[src/sv/bpd_pkg.sv]
// ----------------------------------------------------------------------------
// bpd_pkg
// Types, codes and helpers shared by the BMP pixel array decoder modules.
// ----------------------------------------------------------------------------
package bpd_pkg;

    localparam logic [1:0] BPP_1  = 2'd0;
    localparam logic [1:0] BPP_4  = 2'd1;
    localparam logic [1:0] BPP_8  = 2'd2;
    localparam logic [1:0] BPP_24 = 2'd3;

    localparam logic [1:0] CFG_BPP     = 2'd0;
    localparam logic [1:0] CFG_WIDTH   = 2'd1;
    localparam logic [1:0] CFG_HEIGHT  = 2'd2;
    localparam logic [1:0] CFG_PALETTE = 2'd3;

    localparam logic [1:0] KIND_PAL = 2'd0;
    localparam logic [1:0] KIND_RGB = 2'd1;
    localparam logic [1:0] KIND_IDX = 2'd2;

    localparam int QDEPTH = 4;
    localparam int CFG_DW = 13;

    typedef struct packed {
        logic [1:0]  bpp;
        logic [12:0] width;
        logic [12:0] height;
        logic [8:0]  pal_entries;
    } t_cfg;

    typedef struct packed {
        logic [1:0]  kind;
        logic [7:0]  addr;
        logic [23:0] data;
    } t_qword;

    function automatic logic [31:0] f_clamp(input logic [31:0] v, input logic [31:0] hi);
        logic [31:0] r;
        r = v;
        if (v == 32'd0) r = 32'd1;
        if (v > hi)     r = hi;
        return r;
    endfunction

endpackage

[src/sv/bpd_queue.sv]
// ----------------------------------------------------------------------------
// bpd_queue
// Short first-in first-out queue of words between the front and back parts.
// ----------------------------------------------------------------------------
module bpd_queue
    import bpd_pkg::*;
(
    input  logic   i_clk,
    input  logic   i_rst_n,
    input  logic   i_flush,
    input  logic   i_push,
    input  t_qword i_word,
    output logic   o_full,
    output logic   o_valid,
    output t_qword o_word,
    input  logic   i_pop
);

    localparam int PW = $clog2(QDEPTH);
    localparam int CW = $clog2(QDEPTH + 1);

    t_qword        r_mem [QDEPTH];
    logic [PW-1:0] r_wp;
    logic [PW-1:0] r_rp;
    logic [CW-1:0] r_count;
    logic          do_push;
    logic          do_pop;

    assign o_full  = (r_count == CW'(QDEPTH));
    assign o_valid = (r_count != '0);
    assign o_word  = r_mem[r_rp];
    assign do_push = i_push && !o_full;
    assign do_pop  = i_pop && o_valid;

    always_ff @(posedge i_clk) begin
        if (do_push) r_mem[r_wp] <= i_word;
    end

    always_ff @(posedge i_clk) begin
        if (!i_rst_n || i_flush) begin
            r_wp    <= '0;
            r_rp    <= '0;
            r_count <= '0;
        end else begin
            if (do_push) r_wp <= r_wp + PW'(1);
            if (do_pop)  r_rp <= r_rp + PW'(1);
            case ({do_push, do_pop})
                2'b10:   r_count <= r_count + CW'(1);
                2'b01:   r_count <= r_count - CW'(1);
                default: r_count <= r_count;
            endcase
        end
    end

endmodule

[config.mk]
export PLATFORM = sky130hd
export DESIGN_NAME = bpd_queue
export DESIGN_NICKNAME = d
export VERILOG_FILES = /design/src/sv/bpd_pkg.sv /design/src/sv/bpd_queue.sv
export SDC_FILE = /design/constraint.sdc
export NUM_CORES = 1
export LEC_CHECK = 0
export ABC_AREA = 1
export BUFFER_PORTS_ARGS = -buffer_cell sky130_fd_sc_hd__buf_2
export CORE_MARGIN = 1.5
export CORE_UTILIZATION = 53
export CTS_BUF_LIST = sky130_fd_sc_hd__clkbuf_4 sky130_fd_sc_hd__clkbuf_8
export DETAILED_ROUTE_END_ITERATION = 8
export HOLD_SLACK_MARGIN = 0.02
export PLACE_DENSITY_LB_ADDON = 0.3
export SLEW_MARGIN = 20
export SYNTH_ARGS = -nofsm -noshare
export SYNTH_HDL_FRONTEND = slang
export SYNTH_SLANG_ARGS = --single-unit
[constraint.sdc]
create_clock -name i_clk -period 2.77 [get_ports i_clk]
set_input_delay 0.6925 -clock i_clk [delete_from_list [all_inputs] [get_ports i_clk]]
set_output_delay 0.6925 -clock i_clk [all_outputs]
set_load 0.005 [all_outputs]
==> results.yml <==
routing:
  finalWirelength_mm: 10.6
  routed_vias: 3422
  top_signal_layer_used: "met4"
  drc: 0
  routed-wl-met2_mm: 5.50
  route.detailed.vias_per_inst: 5.41
  met3_wirelength_um: 701
  drt.antenna.violating_nets: 0
  wl_met1_mm: 4.28
  detail_route.wl_per_cell_um: 16.7
  drtIter0Drc: 189
  drt-pass1-iter-count: 4
critical_path:
  critPathMaxFanout: 54
  path_class: "flip-flop to output pin"
  crit_path_cell_trace: "inv_4 > buf_4 > o21ai_0 > o22ai_1 > buf_2"
  cp_data_arrival_time_ps: 1940
  setup.worst_path.start_class: "flip-flop"
  critPathMaxStageDelay_ps: 450
  critical_path.slowest_cell: "sky130_fd_sc_hd__buf_4"
  required_ps: 2080
  worstSetupEndpointType: "output pin"
sta:
  finalHoldViolations: 0
  final_min_period_ps: 2630
  transition_time_at_the_pin_with_the_least_slew_margin_ps: 585
  timing.setup.tns_ps: 0
  clock_skew_ps: 6.90
  worst_slew_margin_rel: 0.610
  grt_setup_unrepaired: "false"
  final_critical_path_setup_slack_ps: 136
  final_count_of_pins_violating_max_slew: 0
  final_min_period_over_clock_period: 0.951
  max_freq_ghz: 0.380
  setup-violations-final: 0
power_and_ir_drop:
  static-leakage-power_nw: 2.32
  switchingPower_w: 0.000960
  clock_power_share: 0.345
  max-vdd-ir-drop_v: 0.000355
  power.switching_fraction: 0.232
  cellPowerDensity_nw_per_um2: 642
  power.share.combinational: 0.058
  internal_power_w: 0.00317
  sequentialPowerShare: 0.597
grt:
  initial_antenna_violation_count: 1
  grt_first_pass_wirelength_mm: 16.9
  grt_pass1_vias: 3377
  globalRoute.totalOverflow: 0
  grt_max_degree: 55
  global_route.usage.total: 0.203
floorplanning:
  die_w_um: 105
  floorplan.initialDensity: 0.541
  ios: 75
  floorplan.die.height_um: 105
  floorplan.rows: 37
  floorplan.core_area_um2: 10200
  dieArea_um2: 11100
place:
  gp_congestion: 0.742
  place.detailed.hpwl_mm: 6.55
  placement.cell_area_um2: 6090
  detailedPlace.worstSlack_ps: 544
  port_buffers: 74
yosys:
  yosysWarnings: 0
  yosys.cell_types.count: 19
  synth.yosys.seq_area_share: 0.771
  synthesis.area_um2: 5530
  yosys_register_bits: 145
  syn-instance-count: 401
  synth_top_cell_area_share: 0.738
  synthTopCellsByCount: "136 x sky130_fd_sc_hd__edfxtp_1, 79 x sky130_fd_sc_hd__nor2_1, 64 x sky130_fd_sc_hd__o21ai_0"
  synth-edff-count: 136
  syn_area_per_cell_um2: 13.8
  ys.flop_type: "sky130_fd_sc_hd__edfxtp_1"
  synth.net_count: 446
  yosys.area.top_type: "sky130_fd_sc_hd__edfxtp_1"
  synth-async-reset-ratio: 0
  yosys-top-cells-area: "sky130_fd_sc_hd__edfxtp_1 74%, sky130_fd_sc_hd__o21ai_0 5.8%, sky130_fd_sc_hd__nor2_1 5.4%"
  post-synth-top-count-cell: "sky130_fd_sc_hd__edfxtp_1"
clocking:
  number_of_cts_inserted_buffers: 17
  htree_levels: 4
  clk-insertion-delay-late_ps: 420
  path_clk_slew_ps: 80
  tritoncts_clock_tree: "built"
  clock-root-buffer: "sky130_fd_sc_hd__clkbuf_8"
  clock_sinks: 145
  cts-root-to-sink-buffers: 2
  postCtsHoldBufs: 0
final_layout:
  post-route-cell-area_um2: 6430
  antenna_cells_inserted: 0
  area.growth.synth_to_final_pct: 16.3
  final.fill_count: 783
  fraction_of_final_layout_cells_sized_beyond_drive_strength_1: 0.249
  num-nets-final: 529
status:
  run_status: "complete, no violations"
job:
  cap_viol_max_count: 0
min_path:
  min_path_type: "input pin to flip-flop"
## logic make-up (layout without fill, tap and decap cells)
logic type,after synthesis,after routing,share of synthesized area
AO/OA/AOI/OAI,108,108,0.105
adder cells (fa/ha/maj),6,6,0.0149
buffers and inverters,41,137,0.0385
flip-flops,145,145,0.771
AND/OR/NAND/NOR,101,101,0.0701
## per-layer routing
| layer | track usage | up-vias |
|---|---|---|
| li1 | - | 1636 |
| met1 | 0.255 | 1671 |
| met2 | 0.339 | 106 |
| met3 | 0.0505 | 9 |
| met4 | 0.0832 | 0 |
| met5 | 0 | - |
## placed cells by master (no fill, tap or decap)
cell / n
sky130_fd_sc_hd__clkinv_2: 4
sky130_fd_sc_hd__o22ai_1: 34
sky130_fd_sc_hd__clkinvlp_4: 2
sky130_fd_sc_hd__nand3_1: 5
sky130_fd_sc_hd__inv_6: 4
sky130_fd_sc_hd__o21ai_0: 64
sky130_fd_sc_hd__inv_1: 18
sky130_fd_sc_hd__dfxtp_4: 1
sky130_fd_sc_hd__edfxtp_1: 136
sky130_fd_sc_hd__a21oi_1: 5
sky130_fd_sc_hd__clkinv_4: 4
sky130_fd_sc_hd__fa_1: 1
sky130_fd_sc_hd__nand2_1: 16
sky130_fd_sc_hd__nand2_2: 1
sky130_fd_sc_hd__clkbuf_8: 17
sky130_fd_sc_hd__nor2_4: 4
sky130_fd_sc_hd__buf_2: 74
sky130_fd_sc_hd__clkinv_1: 1
sky130_fd_sc_hd__buf_12: 3
sky130_fd_sc_hd__inv_2: 1
sky130_fd_sc_hd__o21ai_1: 5
sky130_fd_sc_hd__nor2_1: 75
sky130_fd_sc_hd__ha_1: 5
sky130_fd_sc_hd__buf_4: 8
sky130_fd_sc_hd__dfxtp_1: 8
sky130_fd_sc_hd__inv_4: 1
## power groups by stage
| stage | logic [W] | registers, W | clock network, W |
|---|---|---|---|
| detailed placement | 0.000243 | 0.00252 | 0 |
| CTS | 0.000244 | 0.00247 | 0.00145 |
| finish | 0.000239 | 0.00247 | 0.00142 |
| global placement | 0.000235 | 0.00252 | 0 |
| floorplan | 0.000115 | 0.00251 | 0 |
| global route | 0.000269 | 0.00247 | 0.00155 |
## critical path: cells and delay by family, from the launching register on
family                 cells  cell delay, ps
DFF                        1             420
buffers and inverters      3             690
AOI/OAI and AO/OA          2             420
## state kept, by name, summed over array words and instances, names as in the netlist, named ones only
name,count
r_rp,2
r_wp,2
r_mem,136
r_count,3
## layout make-up
class | count | area, um^2 | area share
timing repair buffer | 85 | 490 | 0.0762
multi-input combinational | 215 | 1080 | 0.168
clock buffer | 17 | 234 | 0.0364
inverter | 20 | 77.6 | 0.0121
tap | 136 | 170 | 0.0265
clock inverter | 15 | 109 | 0.0169
sequential | 145 | 4270 | 0.663
## path summary, 6_finish.rpt
path,startpoint,end,slack (ps),depth (start not counted)
worst max-delay path,flip-flop,o_word[6],140,5
worst max register to register,r_count[1]$_SDFFE_PP0P_,r_count[2]$_SDFFE_PP0P_,810,12
worst min-delay path,i_word[10],r_mem[0][10]$_DFFE_PP_,470,1
worst min register to register,r_count[0]$_SDFFE_PP0P_,r_count[0]$_SDFFE_PP0P_,500,2
## stage by stage
step | cells | hold WS, ps | total power [W] | util
floorplan | 401 | 457 | 0.00263 | -
global placement | 601 | 473 | 0.00275 | 0.595
detailed placement | 601 | 490 | 0.00276 | 0.595
CTS | 633 | 453 | 0.00416 | 0.628
global route | 633 | 451 | 0.00429 | 0.629
finish | 633 | 475 | 0.00413 | 0.629
## repair_timing
| action | 4_1_cts | 5_1_grt |
|---|---|---|
| setup endpoints to repair | 0 | 7 |
| buffers inserted | 0 | 0 |
| gates resized for setup | 0 | 1 |
Note: power is estimated with default switching activity, not from simulation.
