<file path="src/sv/bpd_pkg.sv">
// ----------------------------------------------------------------------------
// bpd_pkg
// Types, codes and helpers shared by the BMP pixel array decoder modules.
// ----------------------------------------------------------------------------
package bpd_pkg;

    localparam logic [1:0] BPP_1  = 2'd0;
    localparam logic [1:0] BPP_4  = 2'd1;
    localparam logic [1:0] BPP_8  = 2'd2;
    localparam logic [1:0] BPP_24 = 2'd3;

    localparam logic [1:0] CFG_BPP     = 2'd0;
    localparam logic [1:0] CFG_WIDTH   = 2'd1;
    localparam logic [1:0] CFG_HEIGHT  = 2'd2;
    localparam logic [1:0] CFG_PALETTE = 2'd3;

    localparam logic [1:0] KIND_PAL = 2'd0;
    localparam logic [1:0] KIND_RGB = 2'd1;
    localparam logic [1:0] KIND_IDX = 2'd2;

    localparam int QDEPTH = 4;
    localparam int CFG_DW = 13;

    typedef struct packed {
        logic [1:0]  bpp;
        logic [12:0] width;
        logic [12:0] height;
        logic [8:0]  pal_entries;
    } t_cfg;

    typedef struct packed {
        logic [1:0]  kind;
        logic [7:0]  addr;
        logic [23:0] data;
    } t_qword;

    function automatic logic [31:0] f_clamp(input logic [31:0] v, input logic [31:0] hi);
        logic [31:0] r;
        r = v;
        if (v == 32'd0) r = 32'd1;
        if (v > hi)     r = hi;
        return r;
    endfunction

endpackage

</file>
<file path="src/sv/bpd_front.sv">
// ----------------------------------------------------------------------------
// bpd_front
// Takes input bytes, loads palette entries, skips row padding, joins 24 bpp
// pixels and queues one word per palette entry, pixel or index byte.
// ----------------------------------------------------------------------------
module bpd_front
    import bpd_pkg::*;
#(
    parameter int MAX_WIDTH     = 4096,
    parameter int MAX_HEIGHT    = 4096,
    parameter int PALETTE_DEPTH = 256
) (
    input  logic       i_clk,
    input  logic       i_rst_n,
    input  logic       i_restart,
    input  t_cfg       i_cfg,
    input  logic       i_valid,
    output logic       o_ready,
    input  logic [7:0] i_data_byte,
    input  logic       i_q_full,
    output logic       o_push,
    output t_qword     o_word
);

    localparam int WW  = $clog2(MAX_WIDTH + 1);
    localparam int HW1 = $clog2(MAX_HEIGHT + 1);
    localparam int HW  = (MAX_HEIGHT > 1) ? $clog2(MAX_HEIGHT) : 1;
    localparam int RBW = WW + 2;

    logic [WW-1:0]  eff_w;
    logic [HW1-1:0] eff_h;
    logic [RBW-1:0] row_bytes;
    logic [RBW-1:0] neg_rb;
    logic [1:0]     pad_amt;
    logic [8:0]     pal_need;
    logic           accept;
    logic           row_last;

    logic [8:0]     r_pal_cnt, n_pal_cnt;
    logic [1:0]     r_phase, n_phase;
    logic [7:0]     r_held_b, n_held_b;
    logic [7:0]     r_held_g, n_held_g;
    logic [RBW-1:0] r_bcnt, n_bcnt;
    logic [HW-1:0]  r_rows, n_rows;
    logic [1:0]     r_pad, n_pad;
    logic           r_done, n_done;

    assign eff_w = WW'(f_clamp(32'(i_cfg.width), 32'(MAX_WIDTH)));
    assign eff_h = HW1'(f_clamp(32'(i_cfg.height), 32'(MAX_HEIGHT)));

    always_comb begin
        case (i_cfg.bpp)
            BPP_1:   row_bytes = (RBW'(eff_w) + RBW'(7)) >> 3;
            BPP_4:   row_bytes = (RBW'(eff_w) + RBW'(1)) >> 1;
            BPP_8:   row_bytes = RBW'(eff_w);
            default: row_bytes = RBW'(eff_w) + (RBW'(eff_w) << 1);
        endcase
    end

    assign neg_rb  = RBW'(0) - row_bytes;
    assign pad_amt = neg_rb[1:0];

    always_comb begin
        pal_need = 9'd0;
        if (i_cfg.bpp != BPP_24) begin
            if (i_cfg.pal_entries != 9'd0) begin
                pal_need = i_cfg.pal_entries;
            end else begin
                case (i_cfg.bpp)
                    BPP_1:   pal_need = 9'd2;
                    BPP_4:   pal_need = 9'd16;
                    default: pal_need = 9'd256;
                endcase
            end
            if (pal_need > 9'(PALETTE_DEPTH)) pal_need = 9'(PALETTE_DEPTH);
        end
    end

    assign o_ready  = !i_q_full && !i_restart;
    assign accept   = i_valid && o_ready;
    assign row_last = (r_bcnt == row_bytes - RBW'(1));

    always_comb begin
        n_pal_cnt = r_pal_cnt;
        n_phase   = r_phase;
        n_held_b  = r_held_b;
        n_held_g  = r_held_g;
        n_bcnt    = r_bcnt;
        n_rows    = r_rows;
        n_pad     = r_pad;
        n_done    = r_done;
        o_push    = 1'b0;
        o_word    = '{kind: KIND_IDX, addr: r_pal_cnt[7:0], data: {16'd0, i_data_byte}};
        if (accept && !r_done) begin
            if (r_pal_cnt < pal_need) begin
                case (r_phase)
                    2'd0: n_held_b = i_data_byte;
                    2'd1: n_held_g = i_data_byte;
                    2'd2: begin
                        o_push      = 1'b1;
                        o_word.kind = KIND_PAL;
                        o_word.data = {i_data_byte, r_held_g, r_held_b};
                    end
                    default: n_pal_cnt = r_pal_cnt + 9'd1;
                endcase
                n_phase = r_phase + 2'd1;
            end else if (r_pad != 2'd0) begin
                n_pad = r_pad - 2'd1;
            end else begin
                if (i_cfg.bpp == BPP_24) begin
                    case (r_phase)
                        2'd0: begin
                            n_held_b = i_data_byte;
                            n_phase  = 2'd1;
                        end
                        2'd1: begin
                            n_held_g = i_data_byte;
                            n_phase  = 2'd2;
                        end
                        default: begin
                            o_push      = 1'b1;
                            o_word.kind = KIND_RGB;
                            o_word.data = {i_data_byte, r_held_g, r_held_b};
                            n_phase     = 2'd0;
                        end
                    endcase
                end else begin
                    o_push = 1'b1;
                end
                if (row_last) begin
                    n_bcnt = '0;
                    if (r_rows == '0) begin
                        n_done = 1'b1;
                    end else begin
                        n_rows = r_rows - HW'(1);
                        n_pad  = pad_amt;
                    end
                end else begin
                    n_bcnt = r_bcnt + RBW'(1);
                end
            end
        end
    end

    always_ff @(posedge i_clk) begin
        if (!i_rst_n) begin
            r_pal_cnt <= '0;
            r_phase   <= '0;
            r_held_b  <= '0;
            r_held_g  <= '0;
            r_bcnt    <= '0;
            r_rows    <= '0;
            r_pad     <= '0;
            r_done    <= 1'b0;
        end else if (i_restart) begin
            r_pal_cnt <= '0;
            r_phase   <= '0;
            r_held_b  <= '0;
            r_held_g  <= '0;
            r_bcnt    <= '0;
            r_rows    <= HW'(eff_h - HW1'(1));
            r_pad     <= '0;
            r_done    <= 1'b0;
        end else begin
            r_pal_cnt <= n_pal_cnt;
            r_phase   <= n_phase;
            r_held_b  <= n_held_b;
            r_held_g  <= n_held_g;
            r_bcnt    <= n_bcnt;
            r_rows    <= n_rows;
            r_pad     <= n_pad;
            r_done    <= n_done;
        end
    end

endmodule

</file>
<file path="config.mk">
export PLATFORM = sky130hd
export DESIGN_NAME = bpd_front
export DESIGN_NICKNAME = d
export VERILOG_FILES = /design/src/sv/bpd_pkg.sv /design/src/sv/bpd_front.sv
export SDC_FILE = /design/constraint.sdc
export NUM_CORES = 1
export LEC_CHECK = 0
export ABC_CLOCK_PERIOD_IN_PS = 5900
export BUFFER_PORTS_ARGS = -buffer_cell sky130_fd_sc_hd__buf_2
export CAP_MARGIN = 20
export CORE_MARGIN = 2
export CORE_UTILIZATION = 53
export DETAILED_ROUTE_END_ITERATION = 6
export GPL_ROUTABILITY_DRIVEN = 1
export HOLD_SLACK_MARGIN = 0.1
export PLACE_DENSITY = 0.9
export SYNTH_ARGS = -nofsm -noshare
export SYNTH_HDL_FRONTEND = slang
export SYNTH_SLANG_ARGS = --single-unit
</file>
<file path="constraint.sdc">
create_clock -name i_clk -period 5.9 [get_ports i_clk]
set_input_delay 1.18 -clock i_clk [delete_from_list [all_inputs] [get_ports i_clk]]
set_output_delay 1.18 -clock i_clk [all_outputs]
set_load 0.03 [all_outputs]
</file>
==> results.md, run 1 <==
- Status: completed
- Vias per cell: 6.27
- Slowest Stage Delay on Critical Path: 450 ps
- Leakage Power: 2.74 nW
- Fmax: 176 MHz
- Cell area power density: 170 mW/mm^2
- Largest net degree at the start of global routing: 30
- NumNets Final: 966
- RSZ-0062 raised after global routing: no
- Post-synth top area cell: dfxtp_1
- CP Capture Type: output port
- Number of synthesized flops with an enable pin: 0
- Final wirelength: 17700 um
- Row cnt: 37
- Root buffer cell: clkbuf_8
- CP Buf/Inv Count: 4
- Area contributors post-synth: dfxtp_1 20%, ha_1 6.8%, xnor2_1 5.5%
- Ys async rst share: 0%
- # clock sinks: 57
- Cell count after synthesis: 784
- Chip width: 108 um
- Post-layout util: 64.6%
- Primary FF master, synth: dfxtp_1
- Peak VDD IR: 0.000148 V
- Total gr overflow: 0
- Starting Density: 55.0%
- Clk Latency, worst-skew pair: 340 ps
- Final setup vio count: 0
- Vias: 6432
- Crit-path max FO: 25
- Sequential share of the synthesized area: 19.9%
- Max cap viols: 0
- Core area: 0.0104 mm^2
- Commonest non-fill, non-tap cell in the layout: buf_2
- Max-slew headroom: 26.6%
- Slowest cell on the critical path: nor3_1
- Post-synthesis area per instance: 7.30 um^2
- Antenna viol nets, final: 0
- TritonCTS clock tree: yes
- Flip-flop and latch count after synthesis: 57
- Iter 0 DRT Violations: 572
- Cell Area, Synth: 0.00573 mm^2
- Hold Crit Start: r_done
- M1 WL: 7560 um
- Clock transition at the registers of the reported paths: 60 ps
- Ant diodes: 0
- H-tree levels: 3
- Port-buffer cells: 85
- Drt drc: 0
- Fin crit share: 96.1%
- Crit path from: i_cfg[36]
- Finished Layout Cells: 1026
- Total track usage: 30.7%
- Synth warn: 0
- Wire per inst: 17.3 um
- Antenna violations before repair: 0
- Synth Net Count: 865
- Transition time of the tightest slew-check pin: 1070 ps
- Clock Path Buffers: 2
- Min-Delay Path Class: reg2reg
- CTS Buf Count: 9
- Most frequent cells in the layout: 85 x buf_2, 78 x nor2_1, 70 x nand2_1
- Area grow syn2layout: 17.5%
- Crit path max-delay family: simple AND/OR/NAND/NOR gates
- Die area: 0.0117 mm^2
- Fill count: 888
- Met2 wire length: 8340 um
- Drt first pass iters: 5
- Skew final: 8.59 ps
- Final Hold Violating Endpoints: 0
- Area share of the largest cell type after synthesis: 19.9%
- Minimum clock period: 5670 ps
- GPL Wtd Cong: 0.985
- Placed Area: 0.00651 mm^2
- Fin area: 0.00673 mm^2
- Dpl hpwl: 13400 um
- Global-route wire length before repair: 29200 um
- Crit path required time: 4720 ps
- Reg-to-Reg Start: r_pal_cnt[1]
- Worst EP arrival: 4490 ps
- Share of layout cells above drive strength 1: 20.9%
- Library cells used by synthesis: 78
- Pins Over Slew Limit: 0
- Placed insts: 1009
- Crit start category: input port
- Die Ht: 108 um
- DR top layer: met4
- Vias in the first global route: 6043
- Routed wl met3: 1350 um
- Critical-path cell list: buf_2 -> or2_2 -> nor2_1 -> o21ai_0 -> ha_1 -> inv_1 -> a31oi_1 -> o21a_1 -> o21a_1 -> o21ai_0 -> a211oi_1 -> nor3_1 -> mux2i_1 -> nor2_1 -> buf_4 -> mux2_2 -> buf_2
- Critical path type: in2out
- Io pins: 86
flip-flops by register name (all words and copies together), names as in the netlist:
register / flops
r_bcnt: 15
r_pad: 2
r_pal_cnt: 9
r_phase: 2
r_held_g: 8
r_rows: 12
r_held_b: 8
r_done: 1
layer usage:
| layer | global-route usage, % | up-vias |
|---|---|---|
| met1 | 39.6 | 2994 |
| li1 | - | 3060 |
| met5 | 0 | - |
| met4 | 10.3 | 0 |
| met3 | 5.79 | 59 |
| met2 | 51.5 | 319 |
through the flow:
| stage | TNS (ps) | hold WS (ps) | setup slack (ps) | total power (W) |
|---|---|---|---|---|
| 2_1_floorplan | 0 | 432 | 3.33 | 0.000644 |
| 3_3_place_gp | 0 | 438 | 128 | 0.000752 |
| 3_5_place_dp | -29.2 | 447 | -25.3 | 0.000757 |
| 4_1_cts | 0 | 460 | 237 | 0.00113 |
| 5_1_grt | 0 | 478 | 38.4 | 0.00119 |
| 6_report | 0 | 460 | 230 | 0.00114 |
area by class of cell:
class / instances / area (um^2) / area share [%]
clock buffers: 10 / 138 / 2.04
clock inverters: 6 / 66.3 / 0.985
inverters: 40 / 150 / 2.23
multi-input cells: 641 / 4240 / 63.1
flip-flops and latches: 57 / 1140 / 17.0
well taps: 136 / 170 / 2.53
repair buffers: 136 / 821 / 12.2
cell usage after synthesis (4+ instances only):
library cell / count
a21o_1: 6
ha_1: 31
nand2b_1: 6
buf_2: 7
nand2_1: 70
nor3_1: 20
and4_1: 4
or3_1: 10
nand3_1: 59
nor2_1: 78
o31ai_1: 6
o21a_1: 14
nor3b_1: 6
clkbuf_1: 27
o31ai_2: 7
a32oi_1: 4
a2111oi_0: 4
a31oi_1: 6
nor4b_1: 4
o21ai_0: 22
mux2_2: 11
a211oi_1: 13
a21oi_1: 46
nor2b_1: 14
nor4_1: 12
dfxtp_1: 57
xnor2_1: 36
o211a_1: 4
nand4_1: 19
buf_4: 9
xor2_1: 17
inv_1: 37
a22oi_1: 9
and2_1: 25
mux2i_1: 13
and3_1: 9
final timing paths:
kind,to,slack [ps],depth (start not counted)
setup / recovery,o_word[5],230,17
hold / removal,r_done,460,1
setup reg to reg,r_rows[2],2620,15
hold reg to reg,r_done,460,1
repair_timing:
item	CTS	global route
endpoints found under the setup margin	0	28
hold endpoints to repair	0	0
setup buffers	0	1
hold buffers	0	0
resized for setup	0	3
worst register-to-register path, cell delays in order (launching register included):
cell,delay [ps]
dfxtp_1,360
ha_1,290
inv_1,30
a31oi_1,130
o21a_1,130
o21a_1,100
o21ai_0,60
a211oi_1,270
nor3_1,150
buf_4,200
nor4_1,270
buf_4,250
inv_1,70
or4_4,570
a31oi_1,190
a21oi_1,90
where the power goes:
group / leakage, nW / internal [W] / switching, W
combinational: 2.18 / 0.000145 / 0.000216
sequential: 0.461 / 0.000394 / 0.00000906
clock: 0.0949 / 0.000207 / 0.000172
total: 2.74 / 0.000747 / 0.000397
kinds of logic after synthesis:
group | after synthesis | share of synthesized area (%)
xor+xnor | 53 | 8.11
mux | 24 | 4.44
flops | 57 | 19.9
compound gates | 175 | 21.5
fa+ha+maj | 31 | 6.77
buf+inv | 86 | 6.51
simple gates | 358 | 32.8
No activity file was read; power rests on OpenSTA's default activity.
==> run 2: changes to the inputs <==
--- a/config.mk
+++ b/config.mk
@@ -5,15 +5,16 @@
 export SDC_FILE = /design/constraint.sdc
 export NUM_CORES = 1
 export LEC_CHECK = 0
+export ABC_AREA = 1
 export ABC_CLOCK_PERIOD_IN_PS = 5900
 export BUFFER_PORTS_ARGS = -buffer_cell sky130_fd_sc_hd__buf_2
 export CAP_MARGIN = 20
 export CORE_MARGIN = 2
-export CORE_UTILIZATION = 53
+export CORE_UTILIZATION = 54
 export DETAILED_ROUTE_END_ITERATION = 6
 export GPL_ROUTABILITY_DRIVEN = 1
 export HOLD_SLACK_MARGIN = 0.1
-export PLACE_DENSITY = 0.9
+export PLACE_DENSITY = 0.91
 export SYNTH_ARGS = -nofsm -noshare
 export SYNTH_HDL_FRONTEND = slang
 export SYNTH_SLANG_ARGS = --single-unit
==> run 2 against run 1 <==
Against the previous run: combinational power up 5.8%; utilization down 2.6 points; sequential share of layout area down 0.85 points; power up 14%; cell count up 28%; cell area up 5.3%; critical endpoint is now o_word[7]; largest cell class unchanged; largest power group is now clock.
==> results.md, run 2 <==
- Vias per cell: 5.47 (was 6.27)
- Total gr overflow: 0 (unchanged)
- Max-slew headroom: 58.4% (was 26.6%)
- FF/Latch Area: 0.00114 mm^2 (unchanged)
- Net Sw Frac: 34.8% (was 34.7%)
- Hold_ws: 453 ps (was 460 ps)
- Largest Register: r_bcnt (unchanged)
- Port-buffer cells: 85 (unchanged)
- Final setup vio count: 0 (unchanged)
- Root buffer cell: clkbuf_16 (was clkbuf_8)
- Cell Int Power: 0.000850 W (was 0.000747 W)
- Max cap viols: 0 (unchanged)
- Primary FF master, synth: dfxtp_1 (unchanged)
- Row cnt: 39 (was 37)
- Ys async rst share: 0% (unchanged)
- Pins Over Slew Limit: 0 (unchanged)
- Iter 0 DRT Violations: 503 (was 572)
- RSZ-0062 raised after global routing: no (unchanged)
- Core area: 0.0114 mm^2 (was 0.0104 mm^2)
- Flip-flop and latch count after synthesis: 57 (unchanged)
- Clock transition at the registers of the reported paths: 60 ps (about the same)
- Library cells used by synthesis: 49 (was 78)
- Commonest non-fill, non-tap cell in the layout: nand2_1 (was buf_2)
- Wire per inst: 12.5 um (was 17.3 um)
- Synth Net Count: 1174 (was 865)
- Peak VDD IR: 0.000144 V (was 0.000148 V)
- Sequential power share: 30.6% (was 35.3%)
- Setup TNS: 0 ps (unchanged)
- Global-route wire length before repair: 28600 um (was 29200 um)
- Area grow syn2layout: 11.9% (was 17.5%)
- Drt first pass iters: 5 (unchanged)
- Transition time of the tightest slew-check pin: 622 ps (was 1070 ps)
- Most common cell in the netlist: nand2_1 (was nor2_1)
- Die Ht: 112 um (was 108 um)
- Dpl hpwl: 12600 um (was 13400 um)
- Critical path type: in2out (unchanged)
- Fill count: 1085 (was 888)
- Number of synthesized flops with an enable pin: 0 (unchanged)
- Area of the multi-input gates: 0.00433 mm^2 (was 0.00424 mm^2)
- Number of flip-flops in the largest register: 15 (unchanged)
- GPL Wtd Cong: 0.959 (was 0.985)
- Worst EP arrival: 4340 ps (was 4490 ps)
- Area share of the largest cell type after synthesis: 18.0% (was 19.9%)
- Fin crit share: 93.6% (was 96.1%)
- Min-Delay Path Class: reg2reg (unchanged)
- Antenna viol nets, final: 0 (unchanged)
- Minimum clock period: 5520 ps (was 5670 ps)
- Area contributors post-synth: dfxtp_1 18%, nand2_1 16%, inv_1 9.7% (was dfxtp_1 20%, ha_1 6.8%, xnor2_1 5.5%)
- Largest net degree at the start of global routing: 29 (was 30)
- Net switching power: 0.000453 W (was 0.000397 W)
- Crit start category: input port (unchanged)
- Drt drc: 0 (unchanged)
- Io pins: 86 (unchanged)
- CTS Buf Count: 9 (unchanged)
- Ant diodes: 0 (unchanged)
- Fmax: 181 MHz (was 176 MHz)
- Skew final: 8.29 ps (was 8.59 ps)
- Most frequent cells in the layout: 274 x nand2_1, 164 x inv_1, 118 x nor2_1, 118 x nand3_1, 85 x buf_2 (was 85 x buf_2, 78 x nor2_1, 70 x nand2_1)
- Sequential share of the synthesized area: 18.0% (was 19.9%)
- Post-synth top area cell: dfxtp_1 (unchanged)
- H-tree levels: 3 (unchanged)
- NumNets Final: 1243 (was 966)
- Largest registers: r_bcnt: 15 flops, r_rows: 12 flops, r_pal_cnt: 9 flops (unchanged)
- Share of layout cells above drive strength 1: 15.3% (was 20.9%)
- Clk pwr share: 40.1% (was 33.1%)
- Synth top cells by count: 275 x nand2_1, 164 x inv_1, 119 x nor2_1 (was 78 x nor2_1, 70 x nand2_1, 59 x nand3_1)
- Crit-path max FO: 10 (was 25)
- Clk Latency, worst-skew pair: 330 ps (was 340 ps)
- Antenna violations before repair: 0 (unchanged)
- Total track usage: 26.4% (was 30.7%)
- Gate power share: 29.3% (was 31.6%)
- Vias in the first global route: 6727 (was 6043)
- # clock sinks: 57 (unchanged)
- Starting Density: 55.5% (was 55.0%)
- Chip width: 112 um (was 108 um)
- Vias: 7163 (was 6432)
- Cell area power density: 184 mW/mm^2 (was 170 mW/mm^2)
- Crit path required time: 4720 ps (about the same)
- TritonCTS clock tree: yes (unchanged)
- CP Capture Type: output port (unchanged)
- Die area: 0.0126 mm^2 (was 0.0117 mm^2)
- Clock Path Buffers: 2 (unchanged)
- Final wirelength: 16400 um (was 17700 um)
- Synth warn: 0 (unchanged)
- Post-synthesis area per instance: 5.79 um^2 (was 7.30 um^2)
- # hold bufs at CTS: 0 (unchanged)
- Final Hold Violating Endpoints: 0 (unchanged)
- Leakage Power: 3.57 nW (was 2.74 nW)
- Status: completed (unchanged)
- Cell count after synthesis: 1093 (was 784)
- Cell Area, Synth: 0.00633 mm^2 (was 0.00573 mm^2)
[run 2: cell types whose count changed in the layout (fill, tap and decap cells not counted), sizes merged, moves of 11 or more]
cell and change:
a211oi -11, buf -42, o31ai -13, nand3 +68
xnor2 -34, mux2 -11, nor2b -14, inv +129
nor2 +62, nand2 +221, mux2i -13, o21ai +27
a21oi +22, and2 -25
[run 2: metrics by stage]
| step | setup slack, ps | instances | utilization, % | power (W) | area, um^2 |
|---|---|---|---|---|---|
| floorplan | 205 | 1093 | - | 0.000694 | 6330 |
| global placement | 176 | 1293 | 59.1 | 0.000772 | 6750 |
| detailed placement | 148 | 1293 | 59.1 | 0.000780 | 6750 |
| CTS | 147 | 1309 | 61.7 | 0.00130 | 7050 |
| global route | 69.1 | 1310 | 62.1 | 0.00138 | 7090 |
| finish | 379 | 1310 | 62.1 | 0.00130 | 7090 |
[run 2: routing by layer]
layer,wire length [um],global-route usage [%],vias up
met5,0,0,-
met4,333,9.51,0
met3,984,3.73,31
met2,7850,47.3,230
met1,7190,32.1,3222
li1,-,-,3680
[run 2: logic make-up (layout without fill, tap and decap cells)]
group / count (synthesis) / after routing / synth area share [%]
AND/OR/NAND/NOR: 616 / 616 / 44.3
XOR/XNOR: 21 / 21 / 2.90
adder cells (fa/ha/maj): 31 / 31 / 6.13
flip-flops: 57 / 57 / 18.0
buffers and inverters: 208 / 282 / 14.2
AO/OA/AOI/OAI: 160 / 160 / 14.5
[run 2: path summary, 6_finish.rpt]
kind	end	cells past startpoint	startpoint	slack [ps]
hold / removal	r_held_g[2]	2	r_held_g[2]	450
hold reg to reg	r_held_g[2]	2	r_held_g[2]	450
setup / recovery	o_word[7]	21	i_cfg[2]	380
setup reg to reg	r_bcnt[13]	14	r_pal_cnt[2]	2920
[run 2: cell type report]
cell class / count / area share, %
flip-flops and latches: 57 / 16.1
well taps: 143 / 2.53
clock inverters: 6 / 0.954
inverters: 172 / 9.15
repair buffers: 94 / 6.96
clock buffers: 10 / 3.23
multi-input cells: 828 / 61.1
[run 2: critical path, cell delays in order]
cell      delay, ps
buf_2           100
nor4_1          270
nand2_1         150
nor4_4          190
a21oi_1         100
inv_1            80
nor3_1           50
nor2_1          110
nor2_2           80
nand2_1          70
ha_1            230
a21oi_1         150
nor2_1           50
a211oi_1        210
o221a_2         240
nand2_2         130
nand4_1         310
o21ai_0         170
a221oi_2        220
a21oi_1          60
buf_2           200
[run 2: timing repair]
action / CTS / global route
setup endpoints to repair: 0 / 25
buffers inserted: 0 / 1
gates resized for setup: 0 / 6
[run 2: power by group through the flow]
stage | Clock [W] | Sequential (W) | Combinational (W)
final | 0.000522 | 0.000399 | 0.000382
after detailed placement | 0 | 0.000406 | 0.000373
after global placement | 0 | 0.000406 | 0.000366
after floorplan | 0 | 0.000405 | 0.000290
after CTS | 0.000530 | 0.000398 | 0.000376
after global routing | 0.000544 | 0.000399 | 0.000434
